<file path="config.mk">
export PLATFORM = sky130hd
export DESIGN_NAME = coap_frame_parser_unit
export DESIGN_NICKNAME = d
export VERILOG_FILES = /design/src/cfp_pkg.sv /design/src/coap_frame_parser_unit.sv /design/src/cfp_core.sv /design/src/cfp_outq.sv
export VERILOG_INCLUDE_DIRS = /design/src /design/src/src
export SDC_FILE = /design/constraint.sdc
export NUM_CORES = 1
export LEC_CHECK = 0
export BUFFER_PORTS_ARGS = -buffer_cell sky130_fd_sc_hd__buf_2
export CAP_MARGIN = 25
export CORE_ASPECT_RATIO = 1.5
export CORE_MARGIN = 2
export CORE_UTILIZATION = 40
export DETAILED_ROUTE_END_ITERATION = 10
export PLACE_DENSITY_LB_ADDON = 0.08
export SLEW_MARGIN = 20
export SYNTH_ARGS = -nofsm -noshare
export SYNTH_HDL_FRONTEND = slang
export SYNTH_SLANG_ARGS = --single-unit
</file>
<file path="constraint.sdc">
create_clock -name clk -period 7.1 [get_ports clk]
set_input_delay 0.71 -clock clk [delete_from_list [all_inputs] [get_ports clk]]
set_output_delay 0.71 -clock clk [all_outputs]
set_load 0.005 [all_outputs]
</file>
<file path="src/coap_frame_parser_unit_macros.svh">
// Assertion macros shared by the CoAP frame parser RTL
`ifndef COAP_FRAME_PARSER_UNIT_MACROS_SVH
`define COAP_FRAME_PARSER_UNIT_MACROS_SVH

`ifndef SYNTHESIS

// Check that the property holds at every clock edge outside reset
`define CFP_ASSERT(lbl, prop, msg) \
    lbl: assert property (@(posedge clk) disable iff (!rst_n) (prop)) \
        else $error(msg);

// Check that the expression never holds outside reset
`define CFP_NEVER(lbl, expr, msg) \
    lbl: assert property (@(posedge clk) disable iff (!rst_n) !(expr)) \
        else $error(msg);

`else

`define CFP_ASSERT(lbl, prop, msg)
`define CFP_NEVER(lbl, expr, msg)

`endif

`endif

</file>
<file path="src/cfp_pkg.sv">
// Shared types and constants of the CoAP frame parser
`default_nettype none

package cfp_pkg;

    // Result queue depth (entries)
    localparam int QueueDepth = 4;

    // Result kinds
    localparam logic [2:0] K_HEADER   = 3'd0;
    localparam logic [2:0] K_TOKEN    = 3'd1;
    localparam logic [2:0] K_OPTSTART = 3'd2;
    localparam logic [2:0] K_OPTBYTE  = 3'd3;
    localparam logic [2:0] K_PAYLOAD  = 3'd4;
    localparam logic [2:0] K_DONE     = 3'd5;
    localparam logic [2:0] K_ERROR    = 3'd6;

    // Error codes
    localparam logic [1:0] E_SHORT_HDR = 2'd0;
    localparam logic [1:0] E_TRUNC_EXT = 2'd1;
    localparam logic [1:0] E_OVERRUN   = 2'd2;
    localparam logic [1:0] E_NUMBER    = 2'd3;

    // Message layout constants
    localparam logic [7:0]  PayloadMarker  = 8'hFF;
    localparam logic [3:0]  NibbleOneByte  = 4'd13;
    localparam logic [3:0]  NibbleTwoByte  = 4'd14;
    localparam logic [16:0] ExtOffsetOne   = 17'd13;
    localparam logic [16:0] ExtOffsetTwo   = 17'd269;
    localparam logic [17:0] MaxOptNumber   = 18'd65535;

    typedef struct packed {
        logic [2:0]  kind;
        logic [1:0]  version;
        logic [1:0]  msg_type;
        logic [3:0]  token_len;
        logic [7:0]  resp_code;
        logic [15:0] message_id;
        logic [15:0] option_number;
        logic [16:0] option_length;
        logic [7:0]  data;
        logic [1:0]  error_code;
        logic        last_result;
    } cfp_item_t;

    // Results of one byte: slot 0 fills first, slot 1 only holds a frame end
    typedef struct packed {
        logic [1:0]            v;
        cfp_item_t [1:0]       item;
    } cfp_pair_t;

endpackage

`default_nettype wire

</file>
<file path="src/coap_frame_parser_unit.sv">
// Top level of the streaming CoAP frame parser
`default_nettype none

// Streaming CoAP message parser. Takes one datagram byte per transaction
// (in_last on the final byte) and emits header, token, option start, option
// value and payload results, closing each frame with a done or error result;
// downstream is to drop all results of a frame that closes with an error,
// as the parser does not drop them itself. A byte is decoded in the cycle
// it is accepted and its results enter a queue of QUEUE_DEPTH entries (at
// least 2; 3 or more for the full rate), visible on the output in the next
// cycle. The input takes one byte per cycle while the queue has two free
// entries, so with 3 or more entries and no output stall the sustained rate
// is one byte per cycle; with 2 entries the input waits for the queue to
// empty before it takes the next byte. The final byte of a frame usually
// yields two results, and the output port delivers one result per cycle.
module coap_frame_parser_unit #(
    parameter int QUEUE_DEPTH = cfp_pkg::QueueDepth
) (
    input  logic        clk,
    input  logic        rst_n,
    input  logic        in_valid,
    output logic        in_stall,
    input  logic [7:0]  in_byte,
    input  logic        in_last,
    output logic        out_valid,
    input  logic        out_stall,
    output logic [2:0]  kind,
    output logic [1:0]  version,
    output logic [1:0]  msg_type,
    output logic [3:0]  token_len,
    output logic [7:0]  resp_code,
    output logic [15:0] message_id,
    output logic [15:0] option_number,
    output logic [16:0] option_length,
    output logic [7:0]  data,
    output logic [1:0]  error_code,
    output logic        last_result
);
    import cfp_pkg::*;

    logic       room;
    logic       in_acc;
    cfp_pair_t  res;
    cfp_item_t  head;

    assign in_stall = !room;
    assign in_acc   = in_valid && room;

    cfp_core u_core (
        .clk     (clk),
        .rst_n   (rst_n),
        .acc     (in_acc),
        .in_byte (in_byte),
        .in_last (in_last),
        .res     (res)
    );

    cfp_outq #(
        .DEPTH (QUEUE_DEPTH)
    ) u_outq (
        .clk   (clk),
        .rst_n (rst_n),
        .push  (res),
        .pop   (!out_stall),
        .head  (head),
        .valid (out_valid),
        .room  (room)
    );

    assign kind          = head.kind;
    assign version       = head.version;
    assign msg_type      = head.msg_type;
    assign token_len     = head.token_len;
    assign resp_code     = head.resp_code;
    assign message_id    = head.message_id;
    assign option_number = head.option_number;
    assign option_length = head.option_length;
    assign data          = head.data;
    assign error_code    = head.error_code;
    assign last_result   = head.last_result;

endmodule

`default_nettype wire

</file>
<file path="src/cfp_core.sv">
// Per-byte CoAP decode: parse state registers and result generation
`default_nettype none

`include "coap_frame_parser_unit_macros.svh"

module cfp_core (
    input  logic                clk,
    input  logic                rst_n,
    input  logic                acc,
    input  logic [7:0]          in_byte,
    input  logic                in_last,
    output cfp_pkg::cfp_pair_t  res
);
    import cfp_pkg::*;

    typedef enum logic [11:0] {
        PH_HDR     = 12'b0000_0000_0001,
        PH_TOKEN   = 12'b0000_0000_0010,
        PH_OPT     = 12'b0000_0000_0100,
        PH_D13     = 12'b0000_0000_1000,
        PH_D14A    = 12'b0000_0001_0000,
        PH_D14B    = 12'b0000_0010_0000,
        PH_L13     = 12'b0000_0100_0000,
        PH_L14A    = 12'b0000_1000_0000,
        PH_L14B    = 12'b0001_0000_0000,
        PH_VALUE   = 12'b0010_0000_0000,
        PH_PAYLOAD = 12'b0100_0000_0000,
        PH_SKIP    = 12'b1000_0000_0000
    } phase_t;

    phase_t      phase_reg, phase_next;
    logic [1:0]  hdr_cnt_reg, hdr_cnt_next;
    logic [23:0] hdr_reg, hdr_next;
    logic [3:0]  token_left_reg, token_left_next;
    logic [15:0] last_num_reg, last_num_next;
    logic [16:0] delta_reg, delta_next;
    logic [16:0] length_reg, length_next;
    logic [3:0]  pend_reg, pend_next;
    logic [16:0] value_left_reg, value_left_next;

    logic        prim_v;
    logic        term_v;
    cfp_item_t   prim;
    cfp_item_t   term;
    logic        do_start;
    logic        do_finish;
    logic [3:0]  pend_use;
    logic [16:0] delta_new;
    logic [16:0] len_new;
    logic [16:0] vl_dec;
    logic [3:0]  tl_dec;
    logic [17:0] num_sum;

    always_comb
    begin
        phase_next      = phase_reg;
        hdr_cnt_next    = hdr_cnt_reg;
        hdr_next        = hdr_reg;
        token_left_next = token_left_reg;
        last_num_next   = last_num_reg;
        delta_next      = delta_reg;
        length_next     = length_reg;
        pend_next       = pend_reg;
        value_left_next = value_left_reg;

        prim_v    = 1'b0;
        term_v    = 1'b0;
        prim      = '0;
        term      = '0;
        do_start  = 1'b0;
        do_finish = 1'b0;
        pend_use  = pend_reg;
        delta_new = delta_reg;
        len_new   = length_reg;
        num_sum   = '0;
        tl_dec    = token_left_reg - 4'd1;
        vl_dec    = (value_left_reg != '0) ? value_left_reg - 17'd1 : value_left_reg;

        case (phase_reg)
            PH_HDR:
            begin
                hdr_next = {hdr_reg[15:0], in_byte};
                if (hdr_cnt_reg == 2'd3)
                begin
                    prim_v          = 1'b1;
                    prim.kind       = K_HEADER;
                    prim.version    = hdr_reg[23:22];
                    prim.msg_type   = hdr_reg[21:20];
                    prim.token_len  = hdr_reg[19:16];
                    prim.resp_code  = hdr_reg[15:8];
                    prim.message_id = {hdr_reg[7:0], in_byte};
                    token_left_next = hdr_reg[19:16];
                    hdr_cnt_next    = 2'd0;
                    phase_next      = (hdr_reg[19:16] != 4'd0) ? PH_TOKEN : PH_OPT;
                end
                else
                begin
                    hdr_cnt_next = hdr_cnt_reg + 2'd1;
                end
            end
            PH_TOKEN:
            begin
                prim_v          = 1'b1;
                prim.kind       = K_TOKEN;
                prim.data       = in_byte;
                token_left_next = tl_dec;
                if (tl_dec == 4'd0)
                begin
                    phase_next = PH_OPT;
                end
            end
            PH_OPT:
            begin
                if (in_byte == PayloadMarker)
                begin
                    phase_next = PH_PAYLOAD;
                end
                else
                begin
                    pend_next = in_byte[3:0];
                    pend_use  = in_byte[3:0];
                    if (in_byte[7:4] == NibbleOneByte)
                    begin
                        phase_next = PH_D13;
                    end
                    else if (in_byte[7:4] == NibbleTwoByte)
                    begin
                        phase_next = PH_D14A;
                    end
                    else
                    begin
                        delta_new = {13'd0, in_byte[7:4]};
                        do_start  = 1'b1;
                    end
                end
            end
            PH_D13:
            begin
                delta_new = {9'd0, in_byte} + ExtOffsetOne;
                do_start  = 1'b1;
            end
            PH_D14A:
            begin
                delta_next = {1'b0, in_byte, 8'd0};
                phase_next = PH_D14B;
            end
            PH_D14B:
            begin
                delta_new = {1'b0, delta_reg[15:8], in_byte} + ExtOffsetTwo;
                do_start  = 1'b1;
            end
            PH_L13:
            begin
                len_new   = {9'd0, in_byte} + ExtOffsetOne;
                do_finish = 1'b1;
            end
            PH_L14A:
            begin
                length_next = {1'b0, in_byte, 8'd0};
                phase_next  = PH_L14B;
            end
            PH_L14B:
            begin
                len_new   = {1'b0, length_reg[15:8], in_byte} + ExtOffsetTwo;
                do_finish = 1'b1;
            end
            PH_VALUE:
            begin
                prim_v             = 1'b1;
                prim.kind          = K_OPTBYTE;
                prim.option_number = last_num_reg;
                prim.option_length = length_reg;
                prim.data          = in_byte;
                value_left_next    = vl_dec;
                if (vl_dec == '0)
                begin
                    phase_next = PH_OPT;
                end
            end
            PH_PAYLOAD:
            begin
                prim_v    = 1'b1;
                prim.kind = K_PAYLOAD;
                prim.data = in_byte;
            end
            default:
            begin
                phase_next = PH_SKIP;
            end
        endcase

        // Delta is known: pick the length form
        if (do_start)
        begin
            delta_next = delta_new;
            if (pend_use == NibbleOneByte)
            begin
                phase_next = PH_L13;
            end
            else if (pend_use == NibbleTwoByte)
            begin
                phase_next = PH_L14A;
            end
            else
            begin
                len_new   = {13'd0, pend_use};
                do_finish = 1'b1;
            end
        end

        // Option header complete: check the running number, open the value
        if (do_finish)
        begin
            length_next = len_new;
            num_sum     = {2'b00, last_num_reg} + {1'b0, delta_next};
            prim_v      = 1'b1;
            if (num_sum > MaxOptNumber)
            begin
                prim.kind       = K_ERROR;
                prim.error_code = E_NUMBER;
                phase_next      = PH_SKIP;
            end
            else
            begin
                prim.kind          = K_OPTSTART;
                prim.option_number = num_sum[15:0];
                prim.option_length = len_new;
                last_num_next      = num_sum[15:0];
                value_left_next    = len_new;
                phase_next         = (len_new != '0) ? PH_VALUE : PH_OPT;
            end
        end

        // Frame end: close with done or error (none after an earlier error), then clear per-frame state
        if (in_last)
        begin
            term_v    = (phase_next != PH_SKIP);
            term.kind = K_ERROR;
            if (phase_next == PH_HDR)
            begin
                term.error_code = E_SHORT_HDR;
            end
            else if (phase_next inside {PH_D13, PH_D14A, PH_D14B, PH_L13, PH_L14A, PH_L14B})
            begin
                term.error_code = E_TRUNC_EXT;
            end
            else if (phase_next == PH_VALUE)
            begin
                term.error_code = E_OVERRUN;
            end
            else
            begin
                term.kind = K_DONE;
            end
            phase_next      = PH_HDR;
            hdr_cnt_next    = 2'd0;
            hdr_next        = '0;
            token_left_next = '0;
            last_num_next   = '0;
            delta_next      = '0;
            length_next     = '0;
            pend_next       = '0;
            value_left_next = '0;
        end

        res.v                    = acc ? {prim_v && term_v, prim_v || term_v} : 2'b00;
        res.item[0]              = prim_v ? prim : term;
        res.item[0].last_result  = !(prim_v && term_v);
        res.item[1]              = term;
        res.item[1].last_result  = 1'b1;
    end

    always_ff @(posedge clk or negedge rst_n)
    begin
        if (!rst_n)
        begin
            phase_reg      <= PH_HDR;
            hdr_cnt_reg    <= '0;
            hdr_reg        <= '0;
            token_left_reg <= '0;
            last_num_reg   <= '0;
            delta_reg      <= '0;
            length_reg     <= '0;
            pend_reg       <= '0;
            value_left_reg <= '0;
        end
        else if (acc)
        begin
            phase_reg      <= phase_next;
            hdr_cnt_reg    <= hdr_cnt_next;
            hdr_reg        <= hdr_next;
            token_left_reg <= token_left_next;
            last_num_reg   <= last_num_next;
            delta_reg      <= delta_next;
            length_reg     <= length_next;
            pend_reg       <= pend_next;
            value_left_reg <= value_left_next;
        end
    end

    `CFP_ASSERT(a_pair_fill, res.v[1] |-> res.v[0], "second result without first")
    `CFP_ASSERT(a_tail_term, res.v[1] |-> (res.item[1].kind == K_DONE || res.item[1].kind == K_ERROR), "second result is not a frame end")
    `CFP_ASSERT(a_frame_end, acc && in_last |=> phase_reg == PH_HDR && hdr_cnt_reg == 2'd0, "frame end left parse state")

endmodule

`default_nettype wire

</file>
<file path="src/cfp_outq.sv">
// Result queue: takes up to two results per cycle, delivers one while pop is high
`default_nettype none

`include "coap_frame_parser_unit_macros.svh"

module cfp_outq #(
    parameter int DEPTH = cfp_pkg::QueueDepth
) (
    input  logic                clk,
    input  logic                rst_n,
    input  cfp_pkg::cfp_pair_t  push,
    input  logic                pop,
    output cfp_pkg::cfp_item_t  head,
    output logic                valid,
    output logic                room
);
    import cfp_pkg::*;

    localparam int PW = (DEPTH > 1) ? $clog2(DEPTH) : 1;
    localparam int CW = $clog2(DEPTH + 1);

    cfp_item_t       mem_reg [DEPTH];
    logic [PW-1:0]   wr_reg, wr_next;
    logic [PW-1:0]   rd_reg, rd_next;
    logic [CW-1:0]   cnt_reg, cnt_next;
    logic [PW-1:0]   wr_inc1;
    logic [PW-1:0]   wr_inc2;
    logic            do_pop;

    function automatic logic [PW-1:0] ptr_inc(input logic [PW-1:0] p);
        return (p == PW'(DEPTH - 1)) ? '0 : p + PW'(1);
    endfunction

    assign wr_inc1 = ptr_inc(wr_reg);
    assign wr_inc2 = ptr_inc(wr_inc1);
    assign do_pop  = pop && valid;
    assign valid   = (cnt_reg != '0);
    assign room    = (cnt_reg <= CW'(DEPTH - 2));
    assign head    = mem_reg[rd_reg];

    always_comb
    begin
        wr_next  = push.v[1] ? wr_inc2 : (push.v[0] ? wr_inc1 : wr_reg);
        rd_next  = do_pop ? ptr_inc(rd_reg) : rd_reg;
        cnt_next = cnt_reg + CW'(push.v[0]) + CW'(push.v[1]) - CW'(do_pop);
    end

    always_ff @(posedge clk)
    begin
        if (push.v[0])
        begin
            mem_reg[wr_reg] <= push.item[0];
        end
        if (push.v[1])
        begin
            mem_reg[wr_inc1] <= push.item[1];
        end
    end

    always_ff @(posedge clk or negedge rst_n)
    begin
        if (!rst_n)
        begin
            wr_reg  <= '0;
            rd_reg  <= '0;
            cnt_reg <= '0;
        end
        else
        begin
            wr_reg  <= wr_next;
            rd_reg  <= rd_next;
            cnt_reg <= cnt_next;
        end
    end

    `CFP_NEVER(a_cnt_range, cnt_reg > CW'(DEPTH), "queue count beyond depth")
    `CFP_ASSERT(a_push_room, push.v[0] |-> room, "push without two free entries")
    `CFP_ASSERT(a_ptr_match, (cnt_reg == '0 || cnt_reg == CW'(DEPTH)) |-> wr_reg == rd_reg, "queue pointers disagree with count")

endmodule

`default_nettype wire

</file>
==> metrics.md <==
| Metric | Value |
|---|---|
| Status | finished clean |
| Hold Violations, Final | 0 |
| Reg-to-reg critical path endpoint | u_outq.cnt_reg[2] |
| Main combinational cell family by area after synthesis | compound AO/OA/AOI/OAI gates |
| MaxCap Viol Count | 0 |
| EDFF count, synth | 20 |
| Wirelength per Cell | 23.0 um |
| Clk_lat worst skew | 0.58 ns |
| # resized after CTS | 0 |
| Ports | 94 |
| HP Class | input pin to asynchronous set/reset pin |
| Die height | a little under 300 um |
| Finished Cell Area | 23900 um^2 |
| Fmax | 160 MHz |
| Htree depth | 2 |
| Pin count of the biggest net entering global routing | 86 |
| Max VDD drop | 306 uV |
| DP HPWL | 49.3 mm |
| Post-CTS Setup Bufs | 0 |
| Post-synthesis mux area share | approximately 8.7% |
| Hold Buf Count CTS | 0 |
| Overall fraction of global-route tracks in use | approximately a quarter |
| First-pass GRT wire length | between 100 and 150 mm |
| Inserted Clock Buffers | 46 |
| CP Launch Type | flip-flop |
| Slew HR | roughly 20% |
| CP Cell Sequence | nor4_4 > nand4_1 > o21ai_0 > nor2_1 > buf_4 > a221o_1 > ha_1 > a211oi_1 > nor3_1 > o21ai_0 > o31ai_1 > or4b_4 > a311oi_2 > buf_4 > nand2_1 > ha_1 > inv_1 > fa_1 > fa_1 > xnor2_1 |
| Count of final max-slew check failures | 0 |
| CTS tree | done |
| Clock Tree Root | clkbuf_16 |
| Pwr/cell area | roughly 370 nW/um^2 |
| Deepest clock path buffer count | 3 |
| Least-Margin Pin Slew | 1.20 ns |
| Final Non-Filler Cells | 3141 |
| Drt total wl | 72.1 mm |
| Worst path slowest cell | or4b_4 |
| Cell Rows | between 100 and 150 |
| Pwr Total | 8.77 mW |
| Critical path origin | u_core.phase_reg[8] |
| Setup-failing EPs final | 0 |
| Initial antenna violation count | 0 |
| Cell variety after synth | 87 |
| Core box area | about 53000 um^2 |
| Commonest non-fill, non-tap cell in the layout | nor2_1 |
| Width of the die | just under 200 um |
| Iter 0 DRT Violations | 1102 |
| Final hold slack | roughly 0.21 ns |
| Post-layout util | 44.6% |
| Max reg flops | roughly 320 |
| Adder-cell share of the synthesized area | 2.02% |
| RR Startpoint | u_core.phase_reg[8] |
| Placer Congestion | 0.945 |
| Fraction of final layout cells with drive strength greater than 1 | 13.8% |
| ANT cells | 0 |
| Tcrit/Tclk final | around nine tenths |
| Clock sinks | ~440 |
| Vias in the first global route | 18.1k |
| FFs w/ async S/R, synth | 27.5% |
| CP max stage delay | 0.64 ns |
| Clock Skews | 0.0172 ns |
| CTS clk-pin slew, worst paths | 0.07 ns |
| CP max FO | 14 |
| Critical path arrival | ~6.7 ns |
| Crit path to | u_outq.cnt_reg[2] |
| Setup WS post-layout | 0.843 ns |
| Area Overhead vs Synth | 10.9% |
| Via Count | 18.2k |
| RSZ-0062 raised after global routing | false |
| Pre-antenna DRT Iters | 5 |
| CP Capture Type | flip-flop |
| Post-Place Worst Slack | 0.773 ns |
| Synth Area in Compound Gates | 20.6% |
| Mapped Nets | 2474 |
| Synthesized area per cell | 8.86 um^2 |
| Post-synthesis sequential area ratio | roughly 44% |
| Cell Area, Placed | 22400 um^2 |
| Mapped Cells | 2428 |
| XOR/XNOR Fraction of Synth Area | between 1 and 1.5% |
| Most frequent cells in the layout | nor2_1 (489), dfxtp_1 (296), a21oi_1 (278), nand2_1 (214), o21ai_0 (131) |
| Main synth FF type | dfxtp_1 |
| Crit path time final | roughly 6.3 ns |
| Post-synthesis cell area | 21500 um^2 |
| Final #Nets | around 2.5k |
| WS Path Type | flip-flop to flip-flop |
| Worst EP required | 7.58 ns |
| Starting Density | about two fifths |
| Gr ovfl total | 0 |
| Syn. warnings | 0 |
| Setup_tns | 0 ns |
| DRC | 0 |
| Leak Pwr | 9.46 nW |
| Reg2Reg Setup Slack | 0.84 ns |
| Die ar. | between 50000 and 60000 um^2 |
| DRT antenna net count | 0 |
| Synth Register Bits | 436 |
| Drt via density | 5.81 |
| Placed cell count | 3060 |
| Port bufs | 93 |
| Synth Area in Simple Gates | 17.9% |
| Worst-case reg-to-reg path depth | 20 |
[cells in the mapped netlist, types with 29 or more instances]
library cell / n / area share, %
buf_2: 54 / 1.3
a211oi_1: 100 / 3.5
nand2_1: 216 / 3.8
a21oi_1: 278 / 6.5
dfrtp_1: 119 / 14
inv_1: 34 / 0.59
mux4_2: 79 / 8.3
nand3_1: 34 / 0.79
o21ai_0: 131 / 3.0
nor2_1: 490 / 8.5
ha_1: 30 / 1.7
nor3_1: 50 / 1.2
dfxtp_1: 296 / 28
a22o_1: 50 / 2.0
clkbuf_1: 101 / 1.8
xnor2_1: 29 / 1.2
[area by class of cell]
type	instances	area, um^2
Clock inverter	9	101
Inverter	34	128
Fill cell	5320	29600
Timing Repair Buffer	141	878
Sequential cell	436	9540
Tap cell	689	862
Clock buffer	71	1390
Multi-Input combinational cell	1761	11000
[worst min-delay path by stage]
stage | start | endpoint | cells past startpoint
2_1_floorplan | rst_n | u_core.delta_reg[0] | 0
3_3_place_gp | u_outq.mem_reg[2][37] | u_outq.mem_reg[2][37] | 2
3_5_place_dp | u_outq.mem_reg[2][41] | u_outq.mem_reg[2][41] | 2
4_1_cts | rst_n | u_core.phase_reg[5] | 1
5_1_grt | rst_n | u_core.phase_reg[5] | 1
6_report | rst_n | u_core.pend_reg[1] | 1
[routing by layer]
| metal | vias to the layer above | track usage [%] | wire (um) |
|---|---|---|---|
| met5 | - | 0 | 0 |
| met4 | 0 | 12.1 | 3610 |
| met3 | 133 | 2.67 | 2360 |
| met2 | 438 | 47.5 | 37700 |
| met1 | 9000 | 29.7 | 28500 |
| li1 | 8664 | - | - |
[worst max-delay path, delay by kind of cell (launching register included)]
| kind | cells | cell delay (ns) |
|---|---|---|
| AOI/OAI and AO/OA | 6 | 1.82 |
| xor gates and xnor gates | 1 | 0.13 |
| buffers and inverters | 3 | 0.46 |
| adders and majority gates | 4 | 1.35 |
| and+or+nand+nor | 6 | 1.89 |
| DFF | 1 | 0.48 |
[power breakdown]
| part | leakage [nW] | total, mW | switching (mW) | internal, mW |
|---|---|---|---|---|
| Sequential | 4.20 | 3.50 | 0.499 | 3.00 |
| Clock | 0.734 | 2.41 | 1.03 | 1.38 |
| Combinational | 4.52 | 2.87 | 1.61 | 1.26 |
[logic make-up (layout without fill, tap and decap cells)]
logic type | Yosys count | after routing
buffers and inverters | 231 | 255
flip-flops | 436 | 436
XOR/XNOR | 36 | 36
multiplexers | 87 | 87
adder cells (fa/ha/maj) | 33 | 33
AND/OR/NAND/NOR | 896 | 896
AO/OA/AOI/OAI | 709 | 709
No activity file was read; power rests on OpenSTA's default activity.
